$ cat src/rtl/brb_pkg.sv
// ----------------------------------------------------------------------------
// brb_pkg
// Shared widths, register codes, reset values and the CORDIC angle table for
// the ball range and bearing pipeline.
// ----------------------------------------------------------------------------
package brb_pkg;

  // Item and register field widths
  localparam int IN_W      = 16;
  localparam int CFG_IDX_W = 3;
  localparam int CFG_W     = 16;
  localparam int ANG_W     = 15;
  localparam int RANGE_W   = 32;

  // Datapath widths
  localparam int D_W        = IN_W + 1;          // signed column offset
  localparam int SQ_W       = 2 * IN_W;          // one square
  localparam int SUM_W      = SQ_W + 1;          // d^2 + fx^2
  localparam int SQRT_SHIFT = 16;                // radicand is sum * 2^16
  localparam int ROOT_W     = (SUM_W + SQRT_SHIFT + 1) / 2;
  localparam int PROD_W     = IN_W + ROOT_W;     // R * root
  localparam int DIV_SHIFT  = 8;                 // divisor is r * 2^8
  localparam int NUM_W      = PROD_W - DIV_SHIFT;

  // CORDIC
  localparam int CORDIC_STEPS    = 20;
  localparam int CORDIC_PRESHIFT = 12;
  localparam int CORDIC_W        = 32;
  localparam int Z_W             = 23;
  localparam int ATAN_W          = 20;
  localparam int ANG_DROP        = 7;            // Q.20 to Q3.13
  localparam int HALF_PI_Q13     = 12868;
  localparam int MIN_RADIUS_Q4   = 160;

  localparam logic [ATAN_W-1:0] CORDIC_ATAN [CORDIC_STEPS] = '{
    20'd823550, 20'd486170, 20'd256879, 20'd130396, 20'd65451, 20'd32757,
    20'd16383,  20'd8192,   20'd4096,   20'd2048,   20'd1024,  20'd512,
    20'd256,    20'd128,    20'd64,     20'd32,     20'd16,    20'd8,
    20'd4,      20'd2
  };

  // Register indexes
  typedef enum logic [CFG_IDX_W-1:0] {
    REG_FOCAL  = 3'd0,
    REG_PRINC  = 3'd1,
    REG_RADIUS = 3'd2,
    REG_BMIN   = 3'd3,
    REG_BMAX   = 3'd4,
    REG_WIN_EN = 3'd5
  } cfg_reg_t;

  localparam logic [IN_W-1:0]         RST_FOCAL  = 16'd8000;
  localparam logic [IN_W-1:0]         RST_PRINC  = 16'd5120;
  localparam logic [IN_W-1:0]         RST_RADIUS = 16'd2621;
  localparam logic signed [ANG_W-1:0] RST_BMIN   = -15'sd12868;
  localparam logic signed [ANG_W-1:0] RST_BMAX   = 15'sd12868;

endpackage

$ cat src/rtl/brb_isqrt.sv
// ----------------------------------------------------------------------------
// brb_isqrt
// Pipelined integer square root of sum * 2^16, one root bit per stage.
// ----------------------------------------------------------------------------
module brb_isqrt #(
  parameter int SIDE_W = 1
) (
  input  logic                         clk,
  input  logic                         en,
  input  logic [brb_pkg::SUM_W-1:0]    sum,
  input  logic [SIDE_W-1:0]            side_in,
  output logic [brb_pkg::ROOT_W-1:0]   root,
  output logic [SIDE_W-1:0]            side_out
);
  localparam int N     = brb_pkg::ROOT_W;
  localparam int RAD_W = 2 * N;
  localparam int REM_W = N + 2;
  localparam int PAD_W = RAD_W - brb_pkg::SUM_W - brb_pkg::SQRT_SHIFT;

  logic [RAD_W-1:0]  rad_r  [1:N];
  logic [REM_W-1:0]  rem_r  [1:N];
  logic [N-1:0]      root_r [1:N];
  logic [SIDE_W-1:0] side_r [1:N];

  for (genvar j = 0; j < N; j++) begin : g_stage
    logic [RAD_W-1:0]  rad_i;
    logic [REM_W-1:0]  rem_i;
    logic [N-1:0]      root_i;
    logic [SIDE_W-1:0] side_i;
    logic [REM_W+1:0]  tst;
    logic [REM_W+1:0]  trial;
    logic [REM_W-1:0]  rem_nxt;
    logic [N-1:0]      root_nxt;

    if (j == 0) begin : g_first
      assign rad_i  = {{PAD_W{1'b0}}, sum, {brb_pkg::SQRT_SHIFT{1'b0}}};
      assign rem_i  = '0;
      assign root_i = '0;
      assign side_i = side_in;
    end else begin : g_next
      assign rad_i  = rad_r[j];
      assign rem_i  = rem_r[j];
      assign root_i = root_r[j];
      assign side_i = side_r[j];
    end

    always_comb begin
      tst   = {rem_i, rad_i[RAD_W-1 -: 2]};
      trial = (REM_W+2)'({root_i, 2'b01});
      if (tst >= trial) begin
        rem_nxt  = REM_W'(tst - trial);
        root_nxt = {root_i[N-2:0], 1'b1};
      end else begin
        rem_nxt  = REM_W'(tst);
        root_nxt = {root_i[N-2:0], 1'b0};
      end
    end

    always_ff @(posedge clk) begin
      if (en) begin
        rad_r[j+1]  <= {rad_i[RAD_W-3:0], 2'b00};
        rem_r[j+1]  <= rem_nxt;
        root_r[j+1] <= root_nxt;
        side_r[j+1] <= side_i;
      end
    end
  end

  assign root     = root_r[N];
  assign side_out = side_r[N];
endmodule

$ cat config.mk
export PLATFORM = sky130hd
export DESIGN_NAME = brb_isqrt
export DESIGN_NICKNAME = d
export VERILOG_FILES = /design/src/rtl/brb_pkg.sv /design/src/rtl/brb_isqrt.sv
export SDC_FILE = /design/constraint.sdc
export NUM_CORES = 2
export LEC_CHECK = 0
export ABC_AREA = 0
export BUFFER_PORTS_ARGS = -buffer_cell sky130_fd_sc_hd__buf_4
export CAP_MARGIN = 40
export CORE_AREA = 2 2 306 369
export DETAILED_ROUTE_END_ITERATION = 16
export DIE_AREA = 0 0 308 371
export PLACE_DENSITY = 0.7
export SLEW_MARGIN = 20
export SYNTH_ARGS = -nofsm -noshare
export SYNTH_HDL_FRONTEND = slang
export SYNTH_SLANG_ARGS = --single-unit
$ cat constraint.sdc
create_clock -name clk -period 4.8 [get_ports clk]
set_input_delay 0.48 -clock clk [delete_from_list [all_inputs] [get_ports clk]]
set_output_delay 0.48 -clock clk [all_outputs]
set_load 0.02 [all_outputs]
==> run_results.csv <==
group,metric,value,unit
finish,final_common_cell,"edfxtp_1",
finish,layout_common_cells,"edfxtp_1 (1,221), inv_1 (435), nor2_1 (355)",
finish,finalNonFillerCells,6648,
synthesis,synth_cell_types,90,
drt,drtIter0Drc,2282,
sta,hold_viol,0,
power,vdd_drop_max,0.413,mV
critical_path,crit_path_max_fanout,3,
drt,dr.pass1.iters,5,
min_path,hold_path_end,"rad_r[1][335]$_DFFE_PP_",
floorplanning,rows,134,
sta,fmax,260,MHz
power,pwr-share-seq,0.490,
sta,setup_viol,0,
sta,setup_tns,0,ps
placed_design,hpwlAfterDp,82.7,mm
cts,cts.sinks,1221,
critical_path,reg2reg_to,"rem_r[2][134]$_DFFE_PP_",
floorplanning,die_h,371,µm
drt,routed_via_density,5.62,
synthesis,yosys_warnings,0,
cts,htreeDepth,3,
drt,routed_wl,114,mm
finish,nets,5504,
critical_path,worstPathRequired,5270,ps
sta,relSlewSlack,0.383,
cts,numCtsBuffers,120,
power,pwr-share-clk,0.317,
synthesis,avgSynthCellArea,12.2,µm²
sta,tightest_slew,926,ps
floorplanning,die_x,308,µm
critical_path,crit_type,"flip-flop to flip-flop",
finish,antenna_cells,0,
critical_path,critical_path.startpoint,"rem_r[2][81]$_SDFFCE_PP0P_",
floorplanning,pin_count,62,
grt,grt_use_total,0.202,
drt,drtAntennaViolNets,0,
job,cap_violations,0,
power,power_density,437,nW/µm²
cts,insertion_delay,740,ps
drt,wl_per_cell,17.2,µm
critical_path,startpoint_type,"flip-flop",
sta,fin_crit_sh,0.801,
power,combPwrFrac,0.194,
synthesis,synth.ff_latch_count,1221,
critical_path,end_kind,"flip-flop",
synthesis,syn_nets,5318,
cts,clkTransAtPathRegs,60,ps
critical_path,cp_data_arrival_time,4310,ps
power,power.internal,21.4,mW
drt,vias,37367,
sta,fin_crit,3840,ps
min_path,hold_path_class,"primary input to flip-flop",
grt,antenna_found_initial,0,
synthesis,synth_cells,4940,
run_status,status,"complete, no violations",
min_path,worstHoldPathCells,1,
synthesis,synth_area,60400,µm²
synthesis,ys_seq_area_frac,0.607,
grt,globalRouteOverflowTotal,0,
placed_design,gp_congestion,0.912,
cts,cts-root-buf,"clkbuf_16",
synthesis,synth_ff_type,"edfxtp_1",
sta,final_max_slew_viol_count,0,
grt,grt_pass1_wl,186,mm
floorplanning,coreArea,111000,µm²
power,swShare,0.272,
placed_design,place_area,62900,µm²
cts,tritoncts,"built",
drt,drc,0,
critical_path,rr_startpoint,"rem_r[2][81]$_SDFFCE_PP0P_",
grt,grt_pass1_vias,36999,
finish,syn_to_final_growth,11.1,%
sta,skew,28.9,ps
synthesis,async_flop_share,0,
min_path,min-delay-start,"en",
sta,hold_ws,363,ps
finish,layout-drive-gt1-share,0.0751,
sta,rsz0062_at_grt,"false",
floorplanning,dieArea,114000,µm²
placed_design,dp.cells,6397,
placed_design,portBuffers,61,
power,p_leak,26.2,nW
critical_path,reg2reg_setup_slack,960,ps
floorplanning,initial_core_util,0.546,
synthesis,synth_edf_count,1221,
cts,clockBufferDepth,3,
critical_path,rr_worst_depth,12,
finish,fin_area,67100,µm²
power,p_sw,7.99,mW
grt,grt_max_degree,127,
==> timing repair <==
action	CTS	global route
endpoints found under the setup margin	0	0
resized for setup	0	0
endpoints found under the hold margin	34	0
hold buffers	34	0
buffers inserted	0	0
==> state kept, by name (all words and copies together) (netlist names) <==
signal,cells
rem_r,599
root_r,325
rad_r,272
side_r,25
==> synthesized netlist by cell type, types with 21 or more instances <==
cell type,n,area [µm²]
mux2_2,49,552
xor2_1,225,1970
o21bai_1,31,233
o31ai_1,25,188
or4_1,36,270
o21a_1,79,593
o21ai_0,261,1310
ha_1,335,4190
clkbuf_1,60,225
nand2_1,336,1260
xnor2_1,239,2090
nand2b_1,67,419
a21o_1,107,803
a21oi_1,329,1650
nand4_1,49,307
a211oi_1,26,195
or3_1,54,338
nor4_1,68,425
nand3_1,87,435
a31oi_1,31,194
nor3_1,111,556
edfxtp_1,1221,36700
or2_2,26,163
nor2b_1,49,307
inv_1,435,1630
and3_1,21,131
nor2_1,356,1340
==> logic make-up (layout without fill, tap and decap cells) <==
group,count (synthesis),in the layout,synth area share
mux,54,54,0.00996
other cells,1,1,0.0000620
compound gates,1016,1016,0.104
flops,1221,1221,0.607
buf+inv,511,791,0.0321
fa+ha+maj,342,342,0.0717
xor+xnor,464,464,0.0672
simple gates,1331,1331,0.108
==> worst max-delay path, cell delays in order, from the launching register on <==
cell and delay [ps]:
edfxtp_1 420, ha_1 260, inv_1 80, fa_1 210
nor2b_1 70, o31a_1 280, o221a_2 300, o41ai_1 700
o311ai_0 270, o41ai_1 500, nand2b_1 220, nand4b_1 130
xnor2_1 150
==> how the worst max path moves through the flow <==
| stage | end | slack, ps | cells after the start |
|---|---|---|---|
| floorplan | rem_r[1][2]$_DFFE_PP_ | 1540 | 12 |
| global placement | rem_r[2][134]$_DFFE_PP_ | 980 | 12 |
| detailed placement | rem_r[2][134]$_DFFE_PP_ | 1030 | 12 |
| CTS | rem_r[2][134]$_DFFE_PP_ | 980 | 12 |
| global route | rem_r[2][134]$_DFFE_PP_ | 690 | 12 |
| finish | rem_r[2][134]$_DFFE_PP_ | 960 | 12 |
==> per-stage QoR <==
step / power (mW) / utilization / worst slack, ps
floorplan: 18.5 / - / 1540
global placement: 20.1 / 0.568 / 975
detailed placement: 20.2 / 0.568 / 1030
CTS: 29.6 / 0.607 / 981
global route: 30.9 / 0.607 / 687
finish: 29.4 / 0.607 / 958
==> power groups by stage <==
stage	logic [mW]	registers, mW	clock network, mW
finish	5.69	14.4	9.29
global route	6.40	14.5	9.96
CTS	5.68	14.4	9.56
detailed placement	5.62	14.6	0
global placement	5.50	14.6	0
floorplan	4.30	14.2	0
==> routing by layer <==
metal,global-route usage,part of all wire,vias up
li1,-,-,18514
met2,0.373,0.52,701
met5,0,0,-
met4,0.0783,0.033,0
met3,0.0235,0.032,236
met1,0.239,0.41,17916
==> layout make-up <==
class                      count  area [µm²]
tap                         1428        1790
multi-input combinational   3208       21900
clock buffer                 144        3090
clock inverter                72         805
fill                        8691       43500
inverter                     436        1640
timing repair buffer         139        1250
sequential                  1221       36700
No activity file was read; power rests on OpenSTA's default activity.
