--- src/rtl/brb_pkg.sv ---
// ----------------------------------------------------------------------------
// brb_pkg
// Shared widths, register codes, reset values and the CORDIC angle table for
// the ball range and bearing pipeline.
// ----------------------------------------------------------------------------
package brb_pkg;

  // Item and register field widths
  localparam int IN_W      = 16;
  localparam int CFG_IDX_W = 3;
  localparam int CFG_W     = 16;
  localparam int ANG_W     = 15;
  localparam int RANGE_W   = 32;

  // Datapath widths
  localparam int D_W        = IN_W + 1;          // signed column offset
  localparam int SQ_W       = 2 * IN_W;          // one square
  localparam int SUM_W      = SQ_W + 1;          // d^2 + fx^2
  localparam int SQRT_SHIFT = 16;                // radicand is sum * 2^16
  localparam int ROOT_W     = (SUM_W + SQRT_SHIFT + 1) / 2;
  localparam int PROD_W     = IN_W + ROOT_W;     // R * root
  localparam int DIV_SHIFT  = 8;                 // divisor is r * 2^8
  localparam int NUM_W      = PROD_W - DIV_SHIFT;

  // CORDIC
  localparam int CORDIC_STEPS    = 20;
  localparam int CORDIC_PRESHIFT = 12;
  localparam int CORDIC_W        = 32;
  localparam int Z_W             = 23;
  localparam int ATAN_W          = 20;
  localparam int ANG_DROP        = 7;            // Q.20 to Q3.13
  localparam int HALF_PI_Q13     = 12868;
  localparam int MIN_RADIUS_Q4   = 160;

  localparam logic [ATAN_W-1:0] CORDIC_ATAN [CORDIC_STEPS] = '{
    20'd823550, 20'd486170, 20'd256879, 20'd130396, 20'd65451, 20'd32757,
    20'd16383,  20'd8192,   20'd4096,   20'd2048,   20'd1024,  20'd512,
    20'd256,    20'd128,    20'd64,     20'd32,     20'd16,    20'd8,
    20'd4,      20'd2
  };

  // Register indexes
  typedef enum logic [CFG_IDX_W-1:0] {
    REG_FOCAL  = 3'd0,
    REG_PRINC  = 3'd1,
    REG_RADIUS = 3'd2,
    REG_BMIN   = 3'd3,
    REG_BMAX   = 3'd4,
    REG_WIN_EN = 3'd5
  } cfg_reg_t;

  localparam logic [IN_W-1:0]         RST_FOCAL  = 16'd8000;
  localparam logic [IN_W-1:0]         RST_PRINC  = 16'd5120;
  localparam logic [IN_W-1:0]         RST_RADIUS = 16'd2621;
  localparam logic signed [ANG_W-1:0] RST_BMIN   = -15'sd12868;
  localparam logic signed [ANG_W-1:0] RST_BMAX   = 15'sd12868;

endpackage

--- src/rtl/brb_div.sv ---
// ----------------------------------------------------------------------------
// brb_div
// Pipelined restoring divider, one quotient bit per stage.
// ----------------------------------------------------------------------------
module brb_div #(
  parameter int SIDE_W = 1
) (
  input  logic                        clk,
  input  logic                        en,
  input  logic [brb_pkg::NUM_W-1:0]   num,
  input  logic [brb_pkg::IN_W-1:0]    den,
  input  logic [SIDE_W-1:0]           side_in,
  output logic [brb_pkg::NUM_W-1:0]   quo,
  output logic [SIDE_W-1:0]           side_out
);
  localparam int N   = brb_pkg::NUM_W;
  localparam int DW  = brb_pkg::IN_W;

  logic [N-1:0]      num_r  [1:N];
  logic [DW-1:0]     den_r  [1:N];
  logic [DW-1:0]     rem_r  [1:N];
  logic [N-1:0]      quo_r  [1:N];
  logic [SIDE_W-1:0] side_r [1:N];

  for (genvar j = 0; j < N; j++) begin : g_stage
    logic [N-1:0]      num_i;
    logic [DW-1:0]     den_i;
    logic [DW-1:0]     rem_i;
    logic [N-1:0]      quo_i;
    logic [SIDE_W-1:0] side_i;
    logic [DW:0]       tst;
    logic [DW-1:0]     rem_nxt;
    logic              bit_nxt;

    if (j == 0) begin : g_first
      assign num_i  = num;
      assign den_i  = den;
      assign rem_i  = '0;
      assign quo_i  = '0;
      assign side_i = side_in;
    end else begin : g_next
      assign num_i  = num_r[j];
      assign den_i  = den_r[j];
      assign rem_i  = rem_r[j];
      assign quo_i  = quo_r[j];
      assign side_i = side_r[j];
    end

    always_comb begin
      tst = {rem_i, num_i[N-1]};
      if (tst >= {1'b0, den_i}) begin
        rem_nxt = DW'(tst - {1'b0, den_i});
        bit_nxt = 1'b1;
      end else begin
        rem_nxt = DW'(tst);
        bit_nxt = 1'b0;
      end
    end

    always_ff @(posedge clk) begin
      if (en) begin
        num_r[j+1]  <= {num_i[N-2:0], 1'b0};
        den_r[j+1]  <= den_i;
        rem_r[j+1]  <= rem_nxt;
        quo_r[j+1]  <= {quo_i[N-2:0], bit_nxt};
        side_r[j+1] <= side_i;
      end
    end
  end

  assign quo      = quo_r[N];
  assign side_out = side_r[N];
endmodule

--- config.mk ---
export PLATFORM = sky130hd
export DESIGN_NAME = brb_div
export DESIGN_NICKNAME = d
export VERILOG_FILES = /design/src/rtl/brb_pkg.sv /design/src/rtl/brb_div.sv
export SDC_FILE = /design/constraint.sdc
export NUM_CORES = 2
export LEC_CHECK = 0
export BUFFER_PORTS_ARGS = -buffer_cell sky130_fd_sc_hd__buf_2
export CORE_UTILIZATION = 30
export DETAILED_ROUTE_END_ITERATION = 16
export PLACE_DENSITY = 0.47
export SKIP_LAST_GASP = 1
export SLEW_MARGIN = 25
export SYNTH_ARGS = -nofsm -noshare
export SYNTH_HDL_FRONTEND = slang
export SYNTH_SLANG_ARGS = --single-unit
--- constraint.sdc ---
create_clock -name clk -period 2.8 [get_ports clk]
set_clock_uncertainty 0.1 [all_clocks]
set_input_delay 0.42 -clock clk [delete_from_list [all_inputs] [get_ports clk]]
set_output_delay 0.42 -clock clk [all_outputs]
set_load 0.1 [all_outputs]
==> results_tabular.tex <==
\begin{tabular}{lr}
\hline
Metric & Value \\
\hline
\multicolumn{2}{l}{\textbf{Floorplan}} \\
Starting density of the core & 30.15\% \\
Number of ports placed on the die boundary & 86 \\
Die area & 318,800 um\^{}2 \\
Number of standard-cell rows in the floorplan & 206 \\
Die boundary height & 564.6 um \\
Die Wd & 564.6 um \\
Area of the core & 315,000 um\^{}2 \\
\multicolumn{2}{l}{\textbf{Pwr}} \\
Switching share of power & 31.39\% \\
Clock network fraction of design power & 23.8\% \\
Leak Pwr & 0.04839 uW \\
Overall power consumption & 138,600 uW \\
Internal Pwr Total & 95,080 uW \\
Sw power & 43,500 uW \\
Total power per unit cell area & 1119 nW/um\^{}2 \\
Combinational Power Share & 42.0\% \\
Share of power burned in registers & 34.2\% \\
Maximum vdd drop & 0.4856 mV \\
\multicolumn{2}{l}{\textbf{Worst setup path}} \\
Data required, critical path & 3.28 ns \\
Critical Path Sink Type & flop \\
Category of the most critical setup path & flop to flop \\
CP max FO & 4 \\
Worst endpoint data arrival time & 3.56 ns \\
Critical path launch point type & flop \\
\multicolumn{2}{l}{\textbf{Synthesis}} \\
Avg Synthesized Cell Area & 14.71 um\^{}2 \\
Post-synth EDFFs & 2,146 \\
Synth top cells by count & sky130\_fd\_sc\_hd\_\_edfxtp\_1, sky130\_fd\_sc\_hd\_\_inv\_1, sky130\_fd\_sc\_hd\_\_ha\_1 \\
Sequential share of the synthesized area & 67.87\% \\
Most common flop cell mapped by yosys & sky130\_fd\_sc\_hd\_\_edfxtp\_1 \\
Count of different cell masters after synthesis & 94 \\
Mapped Area & 94,950 um\^{}2 \\
Portion of synthesized cell area occupied by the leading cell type & 67.87\% \\
Number of synthesized register bits & 2,146 \\
Largest area contributor in the netlist & sky130\_fd\_sc\_hd\_\_edfxtp\_1 \\
Cell types with the largest area share after synthesis & sky130\_fd\_sc\_hd\_\_edfxtp\_1, sky130\_fd\_sc\_hd\_\_ha\_1, sky130\_fd\_sc\_hd\_\_mux2\_2 \\
Post-Syn Nets & 7,052 \\
Async SR Flop Fraction & 0\% \\
Syn Inst Count & 6,455 \\
Yosys synthesis warning count & 0 \\
Leading cell type by number of instances after synthesis & sky130\_fd\_sc\_hd\_\_edfxtp\_1 \\
\multicolumn{2}{l}{\textbf{Global routing}} \\
Wire length of the first global-routing pass & 313,600 um \\
Pin count of the biggest net entering global routing & 129 \\
Final global-route overflow total & 0 \\
GRT Total Usage & 12.19\% \\
Via count of the first global-routing pass & 57,210 \\
Antenna violations before repair & 3 \\
\multicolumn{2}{l}{\textbf{Clock tree}} \\
Number of buffers created by CTS & 262 \\
Sink count of the clock tree & 2,146 \\
Clk root buf & sky130\_fd\_sc\_hd\_\_clkbuf\_16 \\
Clock Path Buffers & 4 \\
Clock transition at path regs & 0.06 ns \\
Maximum level of the CTS H-tree & 5 \\
CTS tree & done \\
Clock latency at the later pin of the worst-skew pair & 0.87 ns \\
\multicolumn{2}{l}{\textbf{Drt}} \\
Total Wirelength & 199,500 um \\
Post-detailed-route wirelength per cell & 16.14 um \\
First-pass iteration count of the detailed router & 6 \\
Total number of vias & 55,810 \\
Average vias per placed instance & 4.514 \\
Remaining DRCs & 0 \\
Number of nets with antenna violations after routing & 0 \\
Detailed router's first-iteration violation count & 3,010 \\
\multicolumn{2}{l}{\textbf{Cells and area}} \\
Layout Area Growth over Synthesis & 30.48\% \\
Non-Filler Cell Area, Final & 123,900 um\^{}2 \\
Filler Cell Count & 29,290 \\
Total area of sequential cells & 64,440 um\^{}2 \\
Count of placed standard cells in the final layout, fillers left out & 12,360 \\
Layout Nets & 8,605 \\
Layout cells sized above 1 & 31.44\% \\
Area of the multi-input gates & 32,060 um\^{}2 \\
\multicolumn{2}{l}{\textbf{Placement}} \\
Placed insts & 11,550 \\
Routability cong. & 0.8688 \\
PortBufs & 85 \\
Half-perimeter wire length after placement & 132,800 um \\
Cell area after placement & 108,100 um\^{}2 \\
\multicolumn{2}{l}{\textbf{Timing}} \\
Setup TNS after final layout & -18.81 ns \\
Measured slew at the worst slew-check pin & 0.7435 ns \\
Unrepaired setup endpoints after global routing & true \\
Fin Hold WS & 0.1724 ns \\
Setup slack after layout & -0.2880 ns \\
Relative slew slack & 50.14\% \\
Post-layout min period & 3.088 ns \\
Maximum frequency from static timing analysis & 0.3238 GHz \\
Max-slew violation count & 0 \\
Count of endpoints failing hold in the final timing report & 0 \\
Final setup violation count & 208 \\
Fin crit share & 110.3\% \\
\multicolumn{2}{l}{\textbf{Job}} \\
Number of maximum-capacitance constraint violations & 0 \\
\multicolumn{2}{l}{\textbf{Status}} \\
Violations in the final reports & negative setup slack \\
Run status & complete, but fails checks \\
\multicolumn{2}{l}{\textbf{Min path}} \\
Type of the tightest min-delay check & input pin to flop \\
\hline
\end{tabular}
==> cells in the final DEF, fill, tap and decap left out, drive strengths merged, types with 122 or more instances in the layout <==
cell type,count
a21o,136
a21oi,385
buf,1297
clkbuf,335
edfxtp,2146
ha,514
inv,654
mux2,325
nand2,245
nor2,302
o21ai,306
xnor2,220
xor2,122
==> power by group through the flow <==
stage / clock network (uW) / registers, uW / logic [uW]
finish: 33000 / 47300 / 58200
global route: 35600 / 47900 / 63600
CTS: 34500 / 47300 / 53400
detailed placement: 0 / 47800 / 46900
global placement: 0 / 47900 / 46100
floorplan: 0 / 46300 / 31600
==> path summary, 6_finish.rpt <==
kind | start | end | slack, ns | cells after the start
worst min register to register | num_r[0][601]$_DFFE_PP_ | num_r[0][634]$_DFFE_PP_ | 0.29 | 0
worst min-delay path | num[27] | num_r[0][59]$_DFFE_PP_ | 0.17 | 2
worst max-delay path | rem_r[2][105]$_DFFE_PP_ | rem_r[2][115]$_DFFE_PP_ | -0.29 | 7
worst max register to register | rem_r[2][105]$_DFFE_PP_ | rem_r[2][115]$_DFFE_PP_ | -0.29 | 7
==> kinds of logic (layout without fill, tap and decap cells) <==
group | Yosys count | in the layout | synth area share (%)
AOI/OAI and AO/OA | 1301 | 1302 | 8.854
xor gates and xnor gates | 342 | 342 | 3.155
adders and majority gates | 545 | 545 | 7.427
buffers and inverters | 717 | 2461 | 2.960
DFF | 2146 | 2146 | 67.87
muxes | 380 | 380 | 4.470
other | 0 | 2 | 0
and+or+nand+nor | 1024 | 1025 | 5.268
==> state kept, by name, indices dropped and copies added, names as in the netlist <==
name and flops:
side_r 33, rem_r 512, num_r 528, den_r 512, quo_r 561
==> through the flow <==
step,setup WS [ns],utilization [%]
after global placement,-0.3327,34.31
after floorplan,-0.1240,-
after CTS,-0.2082,38.28
final,-0.2880,39.33
after global routing,-0.3255,39.33
after detailed placement,-0.4216,34.31
==> worst max-delay path, cell delays in order (launching register included) <==
cell and delay, ns:
sky130_fd_sc_hd__edfxtp_1 0.42, sky130_fd_sc_hd__ha_1 0.32, sky130_fd_sc_hd__buf_4 0.11, sky130_fd_sc_hd__nand4_1 0.28, sky130_fd_sc_hd__or4_1 0.71, sky130_fd_sc_hd__a31oi_4 0.27, sky130_fd_sc_hd__or4_4 0.25, sky130_fd_sc_hd__mux2_2 0.38
==> timing repair <==
item | in CTS | in global routing
gates cloned | 14 | 11
gates resized for setup | 467 | 528
setup buffers | 166 | 143
pin swaps | 183 | 237
hold buffers | 51 | 0
hold endpoints to repair | 67 | 0
setup endpoints to repair | 442 | 491
==> layer usage <==
metal | share of wire [%] | track usage (%)
met1 | 46 | 16.05
met2 | 47 | 20.21
met3 | 3.2 | 1.796
met4 | 3.6 | 4.699
met5 | 0 | 0
==> cell type report <==
cell class	count	area share (%)
multi-input cells	3594	25.88
clock buffers	323	5.580
clock inverters	134	1.131
well taps	4160	4.201
diodes	2	0.004040
flip-flops and latches	2146	52.02
repair buffers	1360	9.226
inverters	644	1.965
Note: power is estimated with default switching activity, not from simulation.
